--- src/hw/rtl/nrsh_divider.sv ---
// Restoring divider: unsigned 64/34, one quotient bit per cycle
`default_nettype none
module nrsh_divider (
  input  wire logic        clk_i,
  input  wire logic        rst_ni,
  input  wire logic        start_i,
  input  wire logic [63:0] num_i,
  input  wire logic [33:0] den_i,
  output logic             done_o,
  output logic [63:0]      quo_o
);
  logic [6:0]  cnt_q, cnt_d;
  logic        busy_q, busy_d;
  logic [63:0] quo_q, quo_d;
  logic [34:0] rem_q, rem_d;
  logic [34:0] trial;
  logic [33:0] den_q, den_d;

  always_comb begin
    busy_d = busy_q;
    cnt_d  = cnt_q;
    quo_d  = quo_q;
    rem_d  = rem_q;
    den_d  = den_q;
    trial  = {rem_q[33:0], quo_q[63]} - {1'b0, den_q};
    done_o = 1'b0;
    if (start_i) begin
      busy_d = 1'b1;
      cnt_d  = 7'd0;
      quo_d  = num_i;
      rem_d  = '0;
      den_d  = den_i;
    end else if (busy_q) begin
      // shift in next numerator bit, subtract when it fits
      if (!trial[34]) begin
        rem_d = trial;
        quo_d = {quo_q[62:0], 1'b1};
      end else begin
        rem_d = {rem_q[33:0], quo_q[63]};
        quo_d = {quo_q[62:0], 1'b0};
      end
      cnt_d = cnt_q + 7'd1;
      if (cnt_q == 7'd63) begin
        busy_d = 1'b0;
      end
    end
    // done pulses once after the last step; a new start may come in the same cycle
    if (!busy_q && cnt_q == 7'd64) begin
      done_o = 1'b1;
      cnt_d  = 7'd0;
    end
  end

  always_ff @(posedge clk_i or negedge rst_ni) begin
    if (!rst_ni) begin
      busy_q <= 1'b0;
      cnt_q  <= 7'd0;
    end else begin
      busy_q <= busy_d;
      cnt_q  <= cnt_d;
    end
  end

  always_ff @(posedge clk_i) begin
    quo_q <= quo_d;
    rem_q <= rem_d;
    den_q <= den_d;
  end

  assign quo_o = quo_q;
endmodule
`default_nettype wire

--- config.mk ---
export PLATFORM = sky130hd
export DESIGN_NAME = nrsh_divider
export DESIGN_NICKNAME = d
export VERILOG_FILES = /design/src/hw/rtl/nrsh_divider.sv
export SDC_FILE = /design/constraint.sdc
export NUM_CORES = 1
export LEC_CHECK = 0
export BUFFER_PORTS_ARGS = -buffer_cell sky130_fd_sc_hd__buf_2
export CAP_MARGIN = 10
export CORE_MARGIN = 4
export CORE_UTILIZATION = 58
export CTS_CLUSTER_DIAMETER = 150
export DETAILED_ROUTE_END_ITERATION = 8
export MAX_ROUTING_LAYER = met4
export PLACE_DENSITY = 0.89
export SLEW_MARGIN = 20
export SYNTH_ARGS = -nofsm -noshare
export SYNTH_HDL_FRONTEND = slang
export SYNTH_SLANG_ARGS = --single-unit
export TNS_END_PERCENT = 1
--- constraint.sdc ---
create_clock -name clk_i -period 6.1 [get_ports clk_i]
set_input_delay 1.22 -clock clk_i [delete_from_list [all_inputs] [get_ports clk_i]]
set_output_delay 1.22 -clock clk_i [all_outputs]
set_load 0.005 [all_outputs]
==> metrics.txt <==
worst path cell trace inv_1 -> ha_1 -> inv_1 -> fa_1 -> a211oi_1 -> o211ai_1 -> a311o_1 -> nand2_2 -> o21ai_4 -> o21ai_2 -> xor2_4 -> buf_4 -> nor3_1 -> a311o_1; CP max stage delay approximately 0.80 ns; antenna viol nets, final 0; Setup crit end kind register; slew margin rel. 32.5%; Worst Path Max Fanout 32; vias 5945; largest net degree at the start of global routing 79; Comb pwr share 11.4%; P_sw 0.585 mW; Achievable Freq 0.243 GHz; Post-Synthesis Cells 678; CTS buffer count 17; Synth warnings 0; P&R area growth vs syn 20.3%; CTS tree built; cell area after synthesis 7560 µm²; sequential fraction of the synthesis area 50.5%; aggregate global-route resource usage a little over a quarter; vias in the first global route between 6000 and 7000; # fillers 922; FF+latch count, synth 140; Worst EP arrival 4.43 ns; cell area power density 270 nW/µm²; Top FF cell, synth edfxtp_1; Power Total around 2.5 mW; CP Class reg2reg; post-synthesis async set-or-reset flop share 5.71%; cell total after placement 988; Internal 1.87 mW; worst-case clock buffer depth 2; setup_tns 0 ns; num rows 41; Worst path slowest cell xor2_4; Reg area approximately 3800 µm²; GP Congestion 0.956; # H-tree levels 4; sequential share of power 46.1%; die area 14900 µm²; Worst Clk Skew 0.0129 ns; final setup fails 0; worst min-delay path class reg2reg; Startpoint Class register; CTS Hold Bufs 0; Slew Viols, Final 0; IO Pins 166; Clock Latency Late Sink 0.43 ns; Detailed Routing Iterations Pass 1 5; DRT iter0 DRCs 441; Non-Filler Instances just over 1000; Net Count, Synth 816; fin crit period 4.11 ns; final net count about 970; Syn Area/Cell 11.2 µm²; Core Box Area 12700 µm²; Max VDD drop 0.214 mV; CTS resizes 0; # Post-CTS Setup Buffers 0; DRC Markers 0; initial antenna violation count 1; EDFF count, synth 98; Finished Core Util 71.8%; clock share of power 42.5%; first-pass GRT wire length around 30 mm; clock sink count between 100 and 150; HPWL Detailed 13.2 mm; CTS clk-pin slew, worst paths about 0.06 ns; WL final about 19 mm; Initial Utilization about three fifths; number of max-cap violations 0; total grt overflow 0; RSZ-0062 raised after global routing false; Crit path max-delay family compound AO/OA/AOI/OAI gates; multi-input logic area 3430 µm²; Pleak 4.03 nW; Final Cycle Share roughly 67%; # port buffers 165; layout cells sized above 1 32.1%; post-synth cell types 63; Hold Fails Final Rpt 0; Worst Path Required 6.42 ns; die height roughly 120 µm; status completed; Root Driver clkbuf_16; routed wire length per instance 18.6 µm; worst path bufs/invs 3; Slew @ Worst Pin slightly above 1 ns; Vias per Instance 5.82; die width 122 µm; Switching Share 23.8%
[state kept, by name, summed over array words and instances (netlist names)]
signal  cells
den_q      34
rem_q      34
quo_o      64
busy_q      1
cnt_q       7
[cells by family after synthesis]
| group | after synthesis | share of synthesized area [%] |
|---|---|---|
| compound gates | 154 | 13.7 |
| xor+xnor | 31 | 3.69 |
| fa+ha+maj | 37 | 6.22 |
| buf+inv | 78 | 4.23 |
| flops | 140 | 50.5 |
| mux | 84 | 12.2 |
| simple gates | 154 | 9.44 |
[tightest hold or removal path: cells and delay by family (launching register included)]
family	cells	cell delay, ns
simple gates	1	0.08
flops	1	0.32
compound gates	1	0.05
[synth_stat cells (6+ instances only)]
| library cell | n | area share (%) |
|---|---|---|
| a32oi_1 | 6 | 0.69 |
| o21a_1 | 6 | 0.60 |
| nand2_1 | 38 | 1.9 |
| dfxtp_1 | 34 | 9.0 |
| a211oi_1 | 23 | 2.3 |
| nand3_1 | 13 | 0.86 |
| nor2_1 | 56 | 2.8 |
| xor2_1 | 12 | 1.4 |
| mux2_2 | 63 | 9.4 |
| edfxtp_1 | 98 | 39 |
| dfrtp_1 | 8 | 2.6 |
| a21oi_1 | 39 | 2.6 |
| mux2i_1 | 21 | 2.8 |
| o21ai_0 | 28 | 1.9 |
| a21o_1 | 8 | 0.79 |
| inv_1 | 46 | 2.3 |
| nor3_1 | 8 | 0.53 |
| or3_1 | 6 | 0.50 |
| clkbuf_1 | 23 | 1.1 |
| xnor2_1 | 18 | 2.1 |
| nand4_1 | 11 | 0.91 |
| ha_1 | 36 | 6.0 |
[power groups by stage]
stage / combinational (mW) / clock (mW) / sequential, mW
finish: 0.280 / 1.04 / 1.13
global route: 0.304 / 1.10 / 1.14
CTS: 0.279 / 1.05 / 1.13
detailed placement: 0.274 / 0 / 1.15
global placement: 0.264 / 0 / 1.15
floorplan: 0.150 / 0 / 1.15
[through the flow]
step | hold slack [ns] | cell area (µm²) | setup WS [ns]
4_1_cts | 0.504 | 9100 | 2.00
5_1_grt | 0.522 | 9100 | 1.72
6_report | 0.503 | 9100 | 1.99
3_3_place_gp | 0.489 | 8510 | 2.15
2_1_floorplan | 0.463 | 7560 | 2.42
3_5_place_dp | 0.496 | 8510 | 2.05
[layout make-up]
class	count	share of cell area, %
sequential	140	42.0
inverter	47	1.94
antenna	1	0.0275
clock buffer	23	5.25
multi-input combinational	460	37.7
tap	172	2.36
clock inverter	9	1.25
timing repair buffer	169	9.43
[worst paths after layout]
kind	depth (start not counted)	end	startpoint	slack, ns
max	14	rem_q[21]	quo_o[63]	1.99
min	2	rem_q[12]	rem_q[12]	0.50
max reg2reg	14	rem_q[21]	quo_o[63]	1.99
min reg2reg	2	rem_q[12]	rem_q[12]	0.50
max in group asynchronous	1	cnt_q[4]	rst_ni	5.31
min in group asynchronous	1	cnt_q[5]	rst_ni	0.62
[metal layers]
metal,track usage [%],vias to the layer above,share of wire (%)
met5,-,-,0
met4,11.2,0,2.9
met3,7.57,44,7.9
met2,43.2,260,50
met1,31.2,2809,40
li1,-,2832,-
[cell usage in the layout, fill, tap and decap left out, types with 5 or more instances in the layout]
master / n
a211oi_1: 23
a21o_1: 8
a21oi_1: 39
a32oi_1: 6
buf_2: 164
buf_4: 5
clkbuf_16: 17
dfrtp_1: 8
dfxtp_1: 34
edfxtp_1: 98
ha_1: 36
inv_1: 45
mux2_2: 63
mux2i_1: 21
nand2_1: 38
nand3_1: 13
nand4_1: 11
nor2_1: 56
nor3_1: 8
o21a_1: 6
o21ai_0: 28
or3_1: 6
xnor2_1: 18
xor2_1: 12
(Power assumes the default switching activity.)
