===== config.mk =====
export PLATFORM = sky130hd
export DESIGN_NAME = nrsh_seg_ram
export DESIGN_NICKNAME = d
export VERILOG_FILES = /design/src/hw/rtl/nrsh_pkg.sv /design/src/hw/rtl/nrsh_seg_ram.sv
export SDC_FILE = /design/constraint.sdc
export NUM_CORES = 2
export LEC_CHECK = 0
export BUFFER_PORTS_ARGS = -buffer_cell sky130_fd_sc_hd__buf_4
export CELL_PAD_IN_SITES_DETAIL_PLACEMENT = 0
export CELL_PAD_IN_SITES_GLOBAL_PLACEMENT = 2
export CORE_UTILIZATION = 55
export CTS_CLUSTER_DIAMETER = 150
export DETAILED_ROUTE_END_ITERATION = 6
export HOLD_SLACK_MARGIN = 0.08
export PLACE_DENSITY = 0.92
export RECOVER_POWER = 100
export SETUP_SLACK_MARGIN = 0.2
export SLEW_MARGIN = 20
export SYNTH_ARGS = -nofsm -noshare
export SYNTH_HDL_FRONTEND = slang
export SYNTH_SLANG_ARGS = --single-unit
export TNS_END_PERCENT = 30

===== constraint.sdc =====
create_clock -name clk_i -period 9 [get_ports clk_i]
set_clock_uncertainty 0.05 [all_clocks]
set_input_delay 0.45 -clock clk_i [delete_from_list [all_inputs] [get_ports clk_i]]
set_output_delay 0.45 -clock clk_i [all_outputs]
set_load 0.02 [all_outputs]

===== src/hw/rtl/nrsh_pkg.sv =====
// Package: widths, entry type, shared constants for the ray/segment hit block
`default_nettype none
package nrsh_pkg;
  localparam int unsigned MaxSegments = 64;
  localparam int unsigned IdxW = $clog2(MaxSegments);
  localparam int unsigned CntW = 7;
  localparam logic MODE_WRITE = 1'b0;
  localparam logic MODE_CAST  = 1'b1;

  typedef struct packed {
    logic              mode;
    logic [5:0]        slot;
    logic signed [15:0] first_x;
    logic signed [15:0] first_y;
    logic signed [15:0] second_x;
    logic signed [15:0] second_y;
  } in_word_t;

  typedef struct packed {
    logic               hit;
    logic signed [15:0] hit_x;
    logic signed [15:0] hit_y;
    logic [15:0]        ray_fraction;
  } out_word_t;

  typedef struct packed {
    logic signed [15:0] x1;
    logic signed [15:0] y1;
    logic signed [15:0] x2;
    logic signed [15:0] y2;
  } seg_t;
endpackage
`default_nettype wire


===== src/hw/rtl/nrsh_seg_ram.sv =====
// Segment table: one write port, one registered read port
`default_nettype none
module nrsh_seg_ram (
  input  wire logic                       clk_i,
  input  wire logic                       we_i,
  input  wire logic [nrsh_pkg::IdxW-1:0]  waddr_i,
  input  wire nrsh_pkg::seg_t             wdata_i,
  input  wire logic [nrsh_pkg::IdxW-1:0]  raddr_i,
  output nrsh_pkg::seg_t                  rdata_o
);
  nrsh_pkg::seg_t mem_q [nrsh_pkg::MaxSegments];

  always_ff @(posedge clk_i) begin
    if (we_i) begin
      mem_q[waddr_i] <= wdata_i;
    end
    rdata_o <= mem_q[raddr_i];
  end
endmodule
`default_nettype wire


==> results.md <==
- The mapped netlist covers 156,000 µm².
- For this block, the routed nets add up to roughly 430,000 µm of wire.
- The final standard cell count with taps included and fillers excluded is around 11,000.
- The maximum clock rate is approximately 150 MHz.
- The kind of path behind the tightest hold check is input pin to flop.
- The final hold slack is between 0.2 and 0.25 ns.
- The final RePlAce weighted congestion is just over 0.8.
- Clock tree synthesis inserted a total of between 300 and 400 buffers.
- The number of buffers on the longest clock path is 4.
- The maximum fanout encountered on the critical timing path is 35.
- Sorting the synthesized cells by area gives the leading types as sky130_fd_sc_hd__edfxtp_1 79%, sky130_fd_sc_hd__mux4_2 15%, sky130_fd_sc_hd__mux2i_1 0.86%.
- The quantity of I/O buffers inserted on ports is 141.
- The top-area cell type share of the netlist area is just under 80%.
- The max-cap check violation count is between 150 and 200.
- The cell leakage power is approximately 54 nW.
- For the pin with the worst max-slew slack, the measured transition is 5.04 ns.
- The worst pin sits at a relative slew slack of -236%.
- The type of destination of the critical path is a flop.
- The first-pass GRT wire length is a little under 600,000 µm.
- Counting cells, the worst reg-to-reg path comes to 5.
- The number of setup buffers added after CTS is 0.
- The via count of the first global-routing pass is slightly below 80,000.
- The flow ran to the end, but the final reports show violations.
- The worst hold path startpoint is raddr_i[5].
- After detailed routing, the number of remaining DRC violations is 0.
- For flop-to-flop paths, the worst setup slack is a little under 7 ns.
- The H-tree was split into 5 levels.
- The number of rows created at floorplan is roughly 200.
- The initial utilization of the core area, before any placement, comes to a little under three fifths.
- The average instance in the mapped netlist occupies 23.7 µm².
- The clock latency of the later-clocked register in the worst-skew pair is approximately 0.93 ns.
- The synthesized netlist net count is around 6,700.
- The proportion of register bits with asynchronous set or reset after synthesis is 0%.
- The total core area is 283,000 µm².
- Dividing the detail-routed wire length by the instance count gives between 30 and 40 µm.
- The share of post-route cells with drive strength above 1 is between 20 and 25%.
- The count of instances resized after the clock tree is built is 0.
- Of the synthesized area, sequential elements account for around four fifths.
- The maximum number of pins on one net before global-route repair is 139.
- Setup violations remaining at the end of the flow were counted as 0.
- The top cell types in the final layout, fill and taps aside, are 4,096 x sky130_fd_sc_hd__edfxtp_1, 1,024 x sky130_fd_sc_hd__mux4_2, 391 x sky130_fd_sc_hd__clkbuf_16.
- The final max-slew violation count is around 8,000.
- Using the TritonRoute via totals, the vias-per-cell ratio works out to roughly 7.
- Global routing used ~30% of the available tracks across all layers.
- At the end of the flow, the number of nets in the layout was about 7,100.
- For this design the ratio of total power to cell area is between 200 and 250 nW/µm².
- The critical path is of the input pin to flop type.
- The clock tree from TritonCTS is done.
- The reg-to-reg critical path startpoint is mem_q[12][18].
- The final critical-path share of the clock period is 74.0%.
- After detailed placement, the total cell area comes to between 150,000 and 200,000 µm².
- For this run the aggregate overflow at the end of global routing stands at 0.
- The instance count after placement with tap cells included is 10,300.
- Synthesis produced around 6,600 cells.
- The worst setup slack after placement is around 4.3 ns.
- For the final routed database, the setup TNS stands at 0 ns.
- The top flip-flop cell by instance count after synthesis is sky130_fd_sc_hd__edfxtp_1.
- The total via count after detailed routing is roughly 80,000.
- The final reports fail on capacitance limit, slew limit.
- The number of antenna violations at the first check in global routing is 22.
- During synthesis, Yosys emitted a total of 0 warnings.
- The area of all placed cells without fillers is 175,000 µm².
- The total half-perimeter wirelength after legalization and detailed placement is roughly 210,000 µm.
- The floorplan step set the die width to approximately 540 µm.
- The critical path launch point is we_i.
- The clock root buffer is sky130_fd_sc_hd__clkbuf_16.
- At the worst endpoint, the arrival time is 7.00 ns.
- The starting DRC count in detailed routing is between 10,000 and 15,000.
- The floorplan die area is around 290,000 µm².
- The most critical setup path has its endpoint at mem_q[10][35].
- At the worst endpoint, the required time is about 9.4 ns.
- The leading cell type in the layout, fill and taps excluded is sky130_fd_sc_hd__edfxtp_1.
- The post-detailed-route count of antenna-violating nets is 0.
- The final-report hold violation count is 0.
- The worst path meets setup with ~2.3 ns of slack.
- The number of primary I/O pins is 142.
- Clock-pin slew was measured on the worst setup and hold paths at roughly 0.06 ns.
- Synthesis inferred ~4,200 register bits.
- Setup repair after global routing left no endpoint under its margin.
- The terminus of the critical flop-to-flop path is rdata_o[18].
- The synthesized design spends more area on one cell type than any other, namely sky130_fd_sc_hd__edfxtp_1.
- The number of library cell types mapped by synthesis is 33.
- Relative to the synthesized area, the layout overhead comes to 11.7%.
- Counting flops with a built-in enable in the synthesized netlist gives around 4,000.
- The first-pass iteration count of the detailed router is 6.
- The worst setup path is launched from an input pin.
- The worst voltage drop across the vdd grid is 0.206 mV.
- The clock net in this run drives a total of about 4,200 sinks.
- The die height is around 540 µm.
- The shortest period the worst path allows is 6.66 ns.
[power breakdown]
part / leakage (nW) / internal (mW) / switching, mW
registers: 37.4 / 21.5 / 0.109
logic: 10.2 / 0.665 / 1.19
clock network: 6.17 / 9.32 / 7.13
[what timing repair did]
| action | 4_1_cts | 5_1_grt |
|---|---|---|
| endpoints found under the setup margin | 0 | 0 |
| hold buffers | 63 | 0 |
| hold endpoints to repair | 3982 | 0 |
[cells in the mapped netlist, drive strengths merged (19+ instances only)]
cell,n
mux4,1024
mux2i,135
dfxtp,64
a22o,88
inv,19
nand2,58
o22ai,83
or2,28
nand3,45
a22oi,168
edfxtp,4096
a211oi,63
nor2b,28
a41oi,26
a2bb2oi,19
nor2,112
clkbuf,140
or3,29
buf,230
and3,64
o221ai,38
[layer usage]
layer  global-route usage [%]  routed length, µm  vias to the layer above
met1                     40.0             142000                    40800
met3                     7.31              59300                     1255
met2                     46.9             202000                     6760
li1                         -                  -                    29300
met4                     14.2              24100                        6
met5                        0                 31                        -
[logic make-up (layout without fill, tap and decap cells)]
group	Yosys count	in the layout	synth area share (%)
other	0	19	0
AND/OR/NAND/NOR	386	386	1.24
flip-flops	4160	4160	79.5
multiplexers	1159	1159	15.6
AO/OA/AOI/OAI	504	504	2.48
buffers and inverters	389	1115	1.18
[critical path, stage by stage]
cell                       delay, ns
sky130_fd_sc_hd__clkbuf_1       0.35
sky130_fd_sc_hd__nor2b_1        0.32
sky130_fd_sc_hd__nand2_1        0.36
sky130_fd_sc_hd__nor2_4         0.20
sky130_fd_sc_hd__clkbuf_1       2.36
sky130_fd_sc_hd__clkbuf_1       2.86
[stage by stage]
| stage | util [%] | total power, mW |
|---|---|---|
| after global placement | 57.5 | 23.7 |
| after global routing | 61.8 | 40.7 |
| after detailed placement | 57.5 | 23.8 |
| after CTS | 62.2 | 40.0 |
| final | 61.8 | 39.9 |
| after floorplan | - | 23.0 |
[how the worst min path moves through the flow]
| stage | endpoint | cells past startpoint |
|---|---|---|
| floorplan | mem_q[0][0] | 0 |
| global placement | rdata_o[2] | 4 |
| detailed placement | rdata_o[2] | 4 |
| CTS | mem_q[5][14] | 1 |
| global route | rdata_o[60] | 3 |
| finish | rdata_o[60] | 3 |
[sequential cells by signal, summed over array words and instances (netlist names)]
name and cells:
mem_q 4096, rdata_o 64
[layout make-up]
type	instances	area, µm²
inverter	19	71.3
timing repair buffer	393	2420
fill	18200	108000
antenna	19	47.5
multi-input combinational	2049	30500
sequential	4160	124000
clock inverter	220	2290
tap	3743	4680
clock buffer	483	10400
Note: power is estimated with default switching activity, not from simulation.
